`src/mmp_ram.sv`:
```
// ----------------------------------------------------------------------------
// mmp_ram
// generic single write port, single read port ram with registered read
// ----------------------------------------------------------------------------
module mmp_ram #(
	parameter int unsigned WIDTH = 8,
	parameter int unsigned DEPTH = 16,
	localparam int unsigned AW   = (DEPTH > 1) ? $clog2(DEPTH) : 1
) (
	input  logic             clk,
	input  logic             we,
	input  logic [AW-1:0]    waddr,
	input  logic [WIDTH-1:0] wdata,
	input  logic [AW-1:0]    raddr,
	output logic [WIDTH-1:0] rdata
);
	logic [WIDTH-1:0] mem [DEPTH];

	always_ff @(posedge clk) begin
		if (we) begin
			mem[waddr] <= wdata;
		end
		rdata <= mem[raddr];
	end
endmodule

```
`config.mk`:
```
export PLATFORM = sky130hd
export DESIGN_NAME = mmp_ram
export DESIGN_NICKNAME = d
export VERILOG_FILES = /design/src/mmp_ram.sv
export SDC_FILE = /design/constraint.sdc
export NUM_CORES = 1
export LEC_CHECK = 0
export BUFFER_PORTS_ARGS = -buffer_cell sky130_fd_sc_hd__buf_2
export CAP_MARGIN = 10
export CELL_PAD_IN_SITES_DETAIL_PLACEMENT = 0
export CELL_PAD_IN_SITES_GLOBAL_PLACEMENT = 2
export CORE_MARGIN = 8
export CORE_UTILIZATION = 48
export DETAILED_ROUTE_END_ITERATION = 10
export GPL_ROUTABILITY_DRIVEN = 1
export HOLD_SLACK_MARGIN = 0.15
export PLACE_DENSITY_LB_ADDON = 0.08
export SETUP_SLACK_MARGIN = 0.2
export SKIP_LAST_GASP = 1
export SYNTH_ARGS = -nofsm -noshare
export SYNTH_HDL_FRONTEND = slang
export SYNTH_SLANG_ARGS = --single-unit
```
`constraint.sdc`:
```
create_clock -name clk -period 2.25 [get_ports clk]
set_input_delay 0.45 -clock clk [delete_from_list [all_inputs] [get_ports clk]]
set_output_delay 0.45 -clock clk [all_outputs]
set_load 0.05 [all_outputs]
```
[Word-level counts from Yosys, hierarchy flattened]
Memories as Yosys holds them, arrays and structs flattened. A register that Yosys moved wholly into a read port is not among the register bits.
Cells that the tools add are included.
Operators by class
  mux-type cells: 2
Operators with widths (number)
  two-way mux 1 bit: 2
Word-level totals
  memories kept: 1
  output and inout port bits: 8
  logic and storage cells: 3
  bits in registers: 0
  bits in writable memories: 128
  input bits: 18
Memories
  mem: depth 16, bits a word 8, rd ports 1, clocked after Yosys merged registers in 1, wr ports 1, line 17  | logic [WIDTH-1:0] mem [DEPTH];

[Logic depth before layout (Yosys ltp)]
  word-level depth: 2
  gate-level depth with buffers: 5
  gate-level depth less buffers: 3

[Least setup slack after synthesis]
Ideal clock, no wire load.
  path kind: input to register
  from: input port waddr[2]
  to: memory mem[0][0], enable pin
  arrival: 1.560 ns
  library setup time: 0.383 ns
  buffers on the path: 0
  stages on the path: 2
  slack: 0.307 ns
  required time: 1.867 ns
  path through: or3b_2 -> nor3_1
RTL lines
  start: declaration: line 12  | input logic [AW-1:0] waddr,
  end: declaration: line 17
No word-level cell before the write port.

[Worst setup path in the final report]
  from: register rdata[4], read port of mem
  to: output port rdata[4]
RTL lines
  start: declaration: line 15  | output logic [WIDTH-1:0] rdata
No word-level cell between the ends.

==> metrics.md <==
| Metric | Value |
|---|---|
| Max_slew headroom | `0.7333` |
| Core area | `10650 um2` |
| Buffers and inverters on the worst path | `1` |
| Endpoints failing setup | `0` |
| Cell Area, Placed | `5564 um2` |
| Die footprint | `14290 um2` |
| Leak Pwr | `0.002116 uW` |
| Worst Path Arrival | `1.11 ns` |
| CTS Sinks | `136` |
| Footprint of the multi-input gates | `1057 um2` |
| Filler cells | `809` |
| Initial antenna violation count | `0` |
| Worst setup SP type | `flop` |
| CP max stage delay | `0.32 ns` |
| Crit end category | `output pin` |
| Sequential area share after synthesis | `0.7778` |
| Status | `completed` |
| Initial DRC Count | `176` |
| Avg Inst Size Synth | `22.48 um2` |
| Vias in the first global route | `2600` |
| Initial Util | `0.4833` |
| Total CTS buffers | `17` |
| Reg2reg end | `rdata[3]` |
| Post-route clock period utilization | `0.6936` |
| CTS max path bufs | `2` |
| Slowest stage cell on the critical path | `dfxtp_1` |
| Global-route usage over all layers | `0.1474` |
| # rows | `38` |
| Most common cell after layout, fill and taps aside | `edfxtp_1` |
| Routed len/inst | `22.20 um` |
| Peak supply drop | `0.4948 mV` |
| Worst reg2reg startpoint | `mem[1][3]` |
| CTS Hold Buffers Added | `0` |
| Critical path peak fanout | `1` |
| PwrDens | `974.3 nW/um2` |
| Synth cell types | `19` |
| Minimum clock period | `1.560 ns` |
| Pre-CTS WS | `0.3323 ns` |
| Flops & latches, synth | `136` |
| Finished Core Util | `0.5801` |
| HPWL Detailed | `6236 um` |
| Final hold vios | `0` |
| Final instance area | `6178 um2` |
| Final ANT Viol Nets | `0` |
| Die width | `119.6 um` |
| Slew @ Worst Pin | `0.4001 ns` |
| Max-slew violation count | `0` |
| FF-to-FF path depth | `3` |
| Crit path max-delay family | `flip-flops` |
| WL final | `9725 um` |
| Hold Crit Start | `wdata[0]` |
| Syn_nets | `247` |
| Worst Setup SP | `rdata[4]` |
| Hold Path Class | `in2reg` |
| Max Cap Viol | `0` |
| Worst Hold End | `mem[5][0]` |
| Synth Warn # | `0` |
| FF/Latch Area | `4004 um2` |
| Height of the die | `119.6 um` |
| Worst setup path class | `reg2out` |
| Mapped Cells | `229` |
| PnR Total Power | `6020 uW` |
| Critical Path RT | `1.80 ns` |
| Commonest cells after routing, fill and taps aside | `edfxtp_1 (128), buf_2 (25), buf_4 (19), mux4_2 (18)` |
| TritonRoute pass-1 iters | `4` |
| Area grow syn2layout | `20.03%` |
| Hold Path Depth | `1` |
| GPL Wtd Cong | `0.6954` |
| CTS tree | `done` |
| CP cell instances | `buf_2` |
| I/O pins | `26` |
| Setup Fix Bufs, Post-CTS | `0` |
| Antenna diodes | `0` |
| First-pass GRT wire length | `15220 um` |
| Setup TNS | `0 ns` |
| WP depth | `1` |
| IO buf count | `25` |
| Clock transition at path regs | `0.06 ns` |
| RSZ-0062 raised after global routing | `false` |
| Residual DRC | `0` |
| Max Clock Freq | `640.8 MHz` |
| Worst Skew | `0.006737 ns` |
| Setup ws final | `0.6895 ns` |
| Vias | `2414` |
| R2r setup slk | `0.83 ns` |
| Synth Cell Area | `5147 um2` |
| Pin count of the biggest net entering global routing | `19` |
| Post-CTS resize count | `0` |
| Layout cells sized above 1 | `0.3255` |
| # nets final | `303` |
| Grt total ovfl | `0` |
| Htree depth | `4` |
| Root Buffer | `clkbuf_8` |
| Worst-Skew Late Latency | `0.52 ns` |
| DR vias/cell | `5.511` |
==> per-stage QoR <==
step / instances / hold WS, ns
final: 438 / 0.3031
after CTS: 438 / 0.2859
after floorplan: 229 / 0.5489
after global placement: 406 / 0.6558
after detailed placement: 406 / 0.6629
after global routing: 438 / 0.2949
==> synthesized netlist by cell type <==
library cell / instances / area, um2
edfxtp_1: 128 / 3844
mux4_2: 18 / 405.4
or3b_2: 1 / 8.760
nand3_1: 1 / 5.000
buf_4: 1 / 7.510
nor2_1: 13 / 48.80
and2_1: 1 / 6.260
nand2_1: 9 / 33.78
dfxtp_1: 8 / 160.2
nor2b_1: 1 / 6.260
clkdlybuf4s25_2: 3 / 30.03
and2b_1: 1 / 7.510
mux4_1: 14 / 367.9
nand2b_1: 2 / 12.51
nor3_1: 4 / 20.02
a22oi_1: 16 / 120.1
buf_2: 3 / 15.01
buf_6: 3 / 33.78
nand3b_1: 2 / 15.01
==> how the worst max path moves through the flow <==
stage	endpoint	slack, ns
2_1_floorplan	mem[0][0]	0.31
3_3_place_gp	rdata[3]	0.35
5_1_grt	rdata[4]	0.63
3_5_place_dp	rdata[3]	0.33
4_1_cts	rdata[4]	0.65
6_report	rdata[4]	0.69
==> cell families after synthesis <==
logic type,Yosys count,synth area share
AND/OR/NAND/NOR,35,0.03184
buffers and inverters,10,0.01677
flip-flops,136,0.7778
AO/OA/AOI/OAI,16,0.02334
multiplexers,32,0.1502
==> metal layers <==
metal	wire length, um	track usage	vias up
li1	-	-	1089
met3	436	0.04368	13
met1	4446	0.1968	1259
met2	4670	0.2228	53
met5	0	0	-
met4	172	0.06089	0
==> power breakdown <==
part / internal [uW] / switching, uW
Clock: 1810 / 1040
Combinational: 120 / 203
Sequential: 2830 / 12.3
==> flip-flops by register name, indices dropped and copies added (netlist names) <==
name   cells
mem      128
rdata      8
==> cell type report <==
| cell class | instances | area share |
|---|---|---|
| clock inverter | 14 | 0.03179 |
| timing repair buffer | 47 | 0.05306 |
| tap | 140 | 0.02835 |
| multi-input combinational | 83 | 0.1711 |
| clock buffer | 18 | 0.06764 |
| sequential | 136 | 0.6480 |
Power figures use the tool's default switching activity.
