==> src/mmp_pkg.sv <==
// ----------------------------------------------------------------------------
// mmp_pkg
// shared widths, defaults and helpers of the markov miss prefetcher
// ----------------------------------------------------------------------------
package mmp_pkg;

	// fixed field widths of the two channels
	localparam int unsigned ADDR_W  = 58;
	localparam int unsigned META_W  = 32;
	localparam int unsigned SPACE_W = 3;

	// most prefetches one access may cause
	localparam int unsigned MAX_ISSUE = 4;

	// default table shape
	localparam int unsigned DEF_TABLE_SETS = 256;
	localparam int unsigned DEF_TABLE_WAYS = 4;
	localparam int unsigned DEF_SUCCESSORS = 4;
	localparam int unsigned DEF_BLOCK_BITS = 58;

	// index width for n things, at least one bit
	function automatic int unsigned idx_w(input int unsigned n);
		return (n > 1) ? $clog2(n) : 1;
	endfunction

endpackage

==> src/mmp_row_unit.sv <==
// ----------------------------------------------------------------------------
// mmp_row_unit
// way compare, fill/victim choice and lru touch for one table row
// ----------------------------------------------------------------------------
module mmp_row_unit #(
	parameter int unsigned WAYS = mmp_pkg::DEF_TABLE_WAYS,
	parameter int unsigned BW   = mmp_pkg::DEF_BLOCK_BITS
) (
	input  logic [WAYS-1:0]                             used,
	input  logic [WAYS-1:0][mmp_pkg::idx_w(WAYS)-1:0]   age,
	input  logic [WAYS-1:0][BW-1:0]                     tag,
	input  logic [BW-1:0]                               key,
	output logic                                        hit,
	output logic [mmp_pkg::idx_w(WAYS)-1:0]             way,
	output logic [WAYS-1:0][mmp_pkg::idx_w(WAYS)-1:0]   new_age
);
	import mmp_pkg::*;

	localparam int unsigned WW = idx_w(WAYS);
	localparam int unsigned RK = $clog2(WAYS + 1);

	logic [WAYS-1:0] match;
	logic [WW-1:0]   hit_way;
	logic [WW-1:0]   inv_way;
	logic [WW-1:0]   old_way;
	logic            any_inv;
	logic [RK-1:0]   rank;

	always_comb begin
		hit_way = '0;
		inv_way = '0;
		any_inv = 1'b0;
		old_way = '0;
		for (int i = 0; i < WAYS; i++) begin
			match[i] = used[i] && (tag[i] == key);
		end
		// lowest matching way and lowest free way win
		for (int i = WAYS - 1; i >= 0; i--) begin
			if (match[i]) begin
				hit_way = WW'(i);
			end
			if (!used[i]) begin
				inv_way = WW'(i);
				any_inv = 1'b1;
			end
		end
		// oldest way, first one on a tie
		for (int i = 1; i < WAYS; i++) begin
			if (age[i] > age[old_way]) begin
				old_way = WW'(i);
			end
		end
		hit = |match;
		priority if (hit) begin
			way  = hit_way;
			rank = RK'(age[hit_way]);
		end else if (any_inv) begin
			way  = inv_way;
			rank = RK'(WAYS);
		end else begin
			way  = old_way;
			rank = RK'(age[old_way]);
		end
		// ways younger than the touched one age by one
		for (int i = 0; i < WAYS; i++) begin
			if (WW'(i) == way) begin
				new_age[i] = '0;
			end else if (used[i] && (RK'(age[i]) < rank)) begin
				new_age[i] = age[i] + 1'b1;
			end else begin
				new_age[i] = age[i];
			end
		end
	end
endmodule

==> config.mk <==
export PLATFORM = sky130hd
export DESIGN_NAME = mmp_row_unit
export DESIGN_NICKNAME = d
export VERILOG_FILES = /design/src/mmp_pkg.sv /design/src/mmp_row_unit.sv
export SDC_FILE = /design/constraint.sdc
export NUM_CORES = 1
export LEC_CHECK = 0
export ABC_AREA = 1
export BUFFER_PORTS_ARGS = -buffer_cell sky130_fd_sc_hd__buf_2
export CAP_MARGIN = 20
export CORE_AREA = 2 2 122 124
export DETAILED_ROUTE_END_ITERATION = 7
export DIE_AREA = 0 0 124 126
export GPL_ROUTABILITY_DRIVEN = 0
export PLACE_DENSITY_LB_ADDON = 0.08
export SLEW_MARGIN = 20
export SYNTH_ARGS = -nofsm -noshare
export SYNTH_HDL_FRONTEND = slang
export SYNTH_SLANG_ARGS = --single-unit
export TNS_END_PERCENT = 20
==> constraint.sdc <==
create_clock -name vclk -period 11
set_clock_uncertainty 0.2 [all_clocks]
set_input_delay 0.55 -clock vclk [all_inputs]
set_output_delay 0.55 -clock vclk [all_outputs]
set_load 0.02 [all_outputs]
* Yosys cells after proc, flatten, opt, wreduce, memory -nomap -nowiden
Index checks and enable logic that the tools add are counted.
** Storage, ports and cells
- Register bits after elaboration :: 0
- Input bits :: 302
- Output and inout bits :: 11
** Cells by class
- $add $sub $neg :: 4
- $lt $le $gt $ge :: 11
- Eq/ne operators :: 7
- Multiplexer cells :: 35
- Reductions and logical operators :: 10
** Operators by type and width (count)
- equality test 58 bit :: 4
- 2-to-1 mux 2 bit :: 24
- binary-select mux 2 bit (select 2 bit) :: 4
- less-than comparator 2 x 3 -> 1 bit :: 4
- less-than comparator 2 x 3 -> 1 bit, second input constant :: 4
- adder 2 x 1 -> 2 bit, second input constant :: 4
- logical AND 1 bit :: 8
- > comparator 2 bit :: 3
- 2-to-1 mux 3 bit :: 2
- 2-to-1 mux 1 bit :: 5
- equality test 2 bit, first input constant :: 2
- OR reduction 4 bit :: 1
- equality test 1 x 2 -> 1 bit, first input constant :: 1
- logical NOT 2 bit :: 1

* Longest topological paths before layout
- Depth in word-level cells :: 18
- Depth in mapped cells :: 29
- Gate-level depth less buffers :: 29

* Least setup slack after synthesis
OpenSTA, ideal clock, no wires.
- Path type :: input to output
- Start point :: input age[1] (netlist name)
- End point :: output new_age[0] (netlist name)
- Arrival :: 3931 ps
- Data required time :: 10250 ps
- Slack :: 6319 ps
- Stages :: 27
- Path buffers :: 0
- Path through :: inv_1 -> ha_1 -> o21bai_1 -> nand2_1 -> nand2_1 -> o21ai_0 -> ha_1 -> inv_1 -> o21a_1 -> inv_1 -> o211ai_1 -> o21ai_0 -> ha_1 -> inv_1 -> nor2_1 -> o21ai_0 -> o21a_1 -> inv_1 -> nor2_1 -> o21ai_0 -> nor2_1 -> inv_2 -> nand3_2 -> a21oi_1 -> nand2_1 -> nand3_1 -> a21oi_1
** RTL lines
- from (decl) :: line mmp_row_unit.sv:10 : input logic [WAYS-1:0][mmp_pkg::idx_w(WAYS)-1:0] age,
- to (decl) :: line mmp_row_unit.sv:15 : output logic [WAYS-1:0][mmp_pkg::idx_w(WAYS)-1:0] new_age

==> impl_metrics.py <==
metrics = {
    "worst_setup_path": {
        "crit_top_cell": "nand2_1",
        "startpoint": "age[1]",
        "start_kind": "input port",
        "cpMaxStageDelayCell": "o21ai_0",
        "cp-endpoint": "new_age[5]",
        "worstSetupEndpointType": "output pin",
        "cp_max_fo": 5,
        "critPathMaxStageDelay_ns": 0.35,
        "arrival_ns": 4.62,
        "worstSetupPathType": "in -> out",
        "critPathRequiredTime_ns": 10.25,
    },
    "detailed_routing": {
        "num_vias": 7328,
        "viasPerCell": 4.56,
        "totalWireLength_um": 24500,
        "drc": 0,
        "top_layer": "met5",
        "drt-met1-wl_um": 10200,
        "wl_per_cell_um": 15.3,
        "routed-wl-met3_um": 2380,
        "wl_met2_um": 11400,
        "drt_first_pass_iters": 5,
        "drt_iter0_drc": 633,
        "final_antenna_net_count": 0,
    },
    "placement": {
        "hpwl_um": 22500,
        "placed_cells": 1604,
        "dpl_cell_area_mm2": 0.00659,
        "placement.io_buffers": 313,
    },
    "die": {
        "die_w_um": 124,
        "chipHeight_um": 126,
        "core_area_mm2": 0.0143,
        "initial_core_util": 0.336,
        "row_count": 44,
        "dieArea_mm2": 0.0156,
        "ios": 313,
    },
    "sta": {
        "relSlewSlack": 0.502,
        "setup_tns_ns": 0,
        "setup_viol": 0,
        "post-route-period-util": 0.488,
        "max_freq_ghz": 0.186,
        "worst_pin_slew_ns": 0.739,
        "final_hold_viol_count": 0,
        "fin_crit_ns": 5.37,
        "rsz0062_at_grt": "false",
        "drv_slew": 0,
    },
    "grt": {
        "grt_start_max_net_pins": 8,
        "first_global_vias": 6726,
        "track_usage": 0.299,
        "grt_overflow_total": 0,
        "antenna_found_initial": 4,
        "grt_pass1_wl_um": 34900,
    },
    "synthesis": {
        "syn-num-nets": 1419,
        "yosys.cell_types.count": 25,
        "synth_cells": 1110,
        "ys_seq_area_frac": 0,
        "avgSynthCellArea_um2": 4.33,
        "synthesis.area_mm2": 0.00481,
        "ys_warn_count": 0,
    },
    "final_layout": {
        "seq_area_um2": 0,
        "flops_and_latches": 0,
        "nClkBuffers": 0,
        "syn2layout_area_growth_pct": 37.1,
        "instances_no_fill": 1606,
        "drive_gt1_frac": 0.263,
        "fin_nets": 1731,
        "utilization": 0.461,
        "finish.instance_area_mm2": 0.00660,
    },
    "pwr": {
        "peakVddDrop_mv": 0.0187,
        "powerDensity_mw_per_mm2": 39.4,
        "power_leakage_uw": 0.00438,
        "fin_total_pwr_uw": 260,
    },
    "status": {
        "status": "complete, no violations",
    },
    "min_path": {
        "hold_class": "in -> out",
    },
    "clock_network": {
        "post-cts-setup-buffers": 0,
        "cts_hold_buf": 0,
        "post_cts_resized": 0,
    },
    "run": {
        "max_cap_violations": 0,
    },
}
[cells in the final DEF, fill, tap and decap left out]
master     count
o21ai_0       60
nor2_4         1
or2_2          1
xnor2_1       44
nand2_2        5
nand2_4        2
nor2_2         3
o21a_1         2
buf_2        313
inv_1        179
nand3_2        2
a21oi_1       12
o21ai_1       21
clkinv_1       3
a21oi_2        1
o211ai_1       2
inv_2         46
diode_2        2
o2111ai_1      2
nand3_1       32
xor2_1        21
o21bai_1       2
nor2_1       153
ha_1           7
nand2_1      506
[synthesized netlist by cell type]
| master | count | area [um^2] |
|---|---|---|
| o211ai_1 | 2 | 15.0 |
| or2_2 | 1 | 6.26 |
| nand3_1 | 32 | 160 |
| nor2_4 | 1 | 11.3 |
| inv_1 | 179 | 672 |
| o2111ai_1 | 2 | 17.5 |
| nand2_4 | 2 | 22.5 |
| o21ai_1 | 21 | 105 |
| xnor2_1 | 44 | 385 |
| nand2_2 | 5 | 31.3 |
| o21ai_0 | 60 | 300 |
| a21oi_1 | 12 | 60.1 |
| o21a_1 | 2 | 15.0 |
| clkinv_1 | 3 | 11.3 |
| buf_2 | 2 | 10.0 |
| nand2_1 | 506 | 1900 |
| nand3_2 | 2 | 20.0 |
| nor2_2 | 3 | 18.8 |
| nor2_1 | 153 | 574 |
| buf_4 | 1 | 7.51 |
| ha_1 | 7 | 87.6 |
| inv_2 | 46 | 173 |
| xor2_1 | 21 | 184 |
| o21bai_1 | 2 | 15.0 |
| a21oi_2 | 1 | 8.76 |
[cell type report]
class	count	area, um^2
tap	184	230
timing repair buffer	313	1570
antenna	2	5.00
fill	1756	7720
inverter	228	856
multi-input combinational	879	3940
[worst max-delay path: cells and delay by family]
| kind | cells | cell delay, ns |
|---|---|---|
| AOI/OAI and AO/OA | 10 | 1.56 |
| adders and majority gates | 3 | 0.82 |
| buffers and inverters | 6 | 0.70 |
| and+or+nand+nor | 11 | 0.98 |
[worst min-delay path by stage]
stage	cells after the start	slack [ns]	to	from
floorplan	2	1.08	new_age[0]	age[0]
global placement	4	1.27	new_age[2]	age[2]
detailed placement	4	1.27	new_age[2]	age[2]
CTS	4	1.27	new_age[2]	age[2]
global route	4	1.29	new_age[2]	age[2]
finish	4	1.27	new_age[2]	age[2]
[power breakdown]
| group | total, uW | switching, uW | leakage, uW | internal [uW] |
|---|---|---|---|---|
| sequential | 0 | 0 | 0 | 0 |
| combinational | 260 | 155 | 0.00438 | 104 |
| clock | 0.0000243 | 0 | 0.0000000127 | 0.0000243 |
| total | 260 | 155 | 0.00438 | 104 |
[per-stage QoR]
stage | setup slack, ns | hold slack [ns]
after global placement | 5.77 | 1.27
after CTS | 5.69 | 1.27
after floorplan | 6.32 | 1.08
after global routing | 5.22 | 1.29
final | 5.63 | 1.27
after detailed placement | 5.70 | 1.27
[kinds of logic (layout without fill, tap and decap cells)]
logic type / Yosys count / in the layout / synth area share
xor gates and xnor gates: 65 / 65 / 0.118
and+or+nand+nor: 705 / 705 / 0.570
buffers and inverters: 231 / 541 / 0.182
adders and majority gates: 7 / 7 / 0.0182
AOI/OAI and AO/OA: 102 / 102 / 0.112
other: 0 / 2 / 0
[routing by layer]
| metal | global-route usage | up-vias |
|---|---|---|
| met5 | 0 | - |
| met3 | 0.0421 | 34 |
| li1 | - | 3893 |
| met2 | 0.534 | 345 |
| met1 | 0.382 | 3054 |
| met4 | 0.0555 | 2 |
Power figures use the tool's default switching activity.
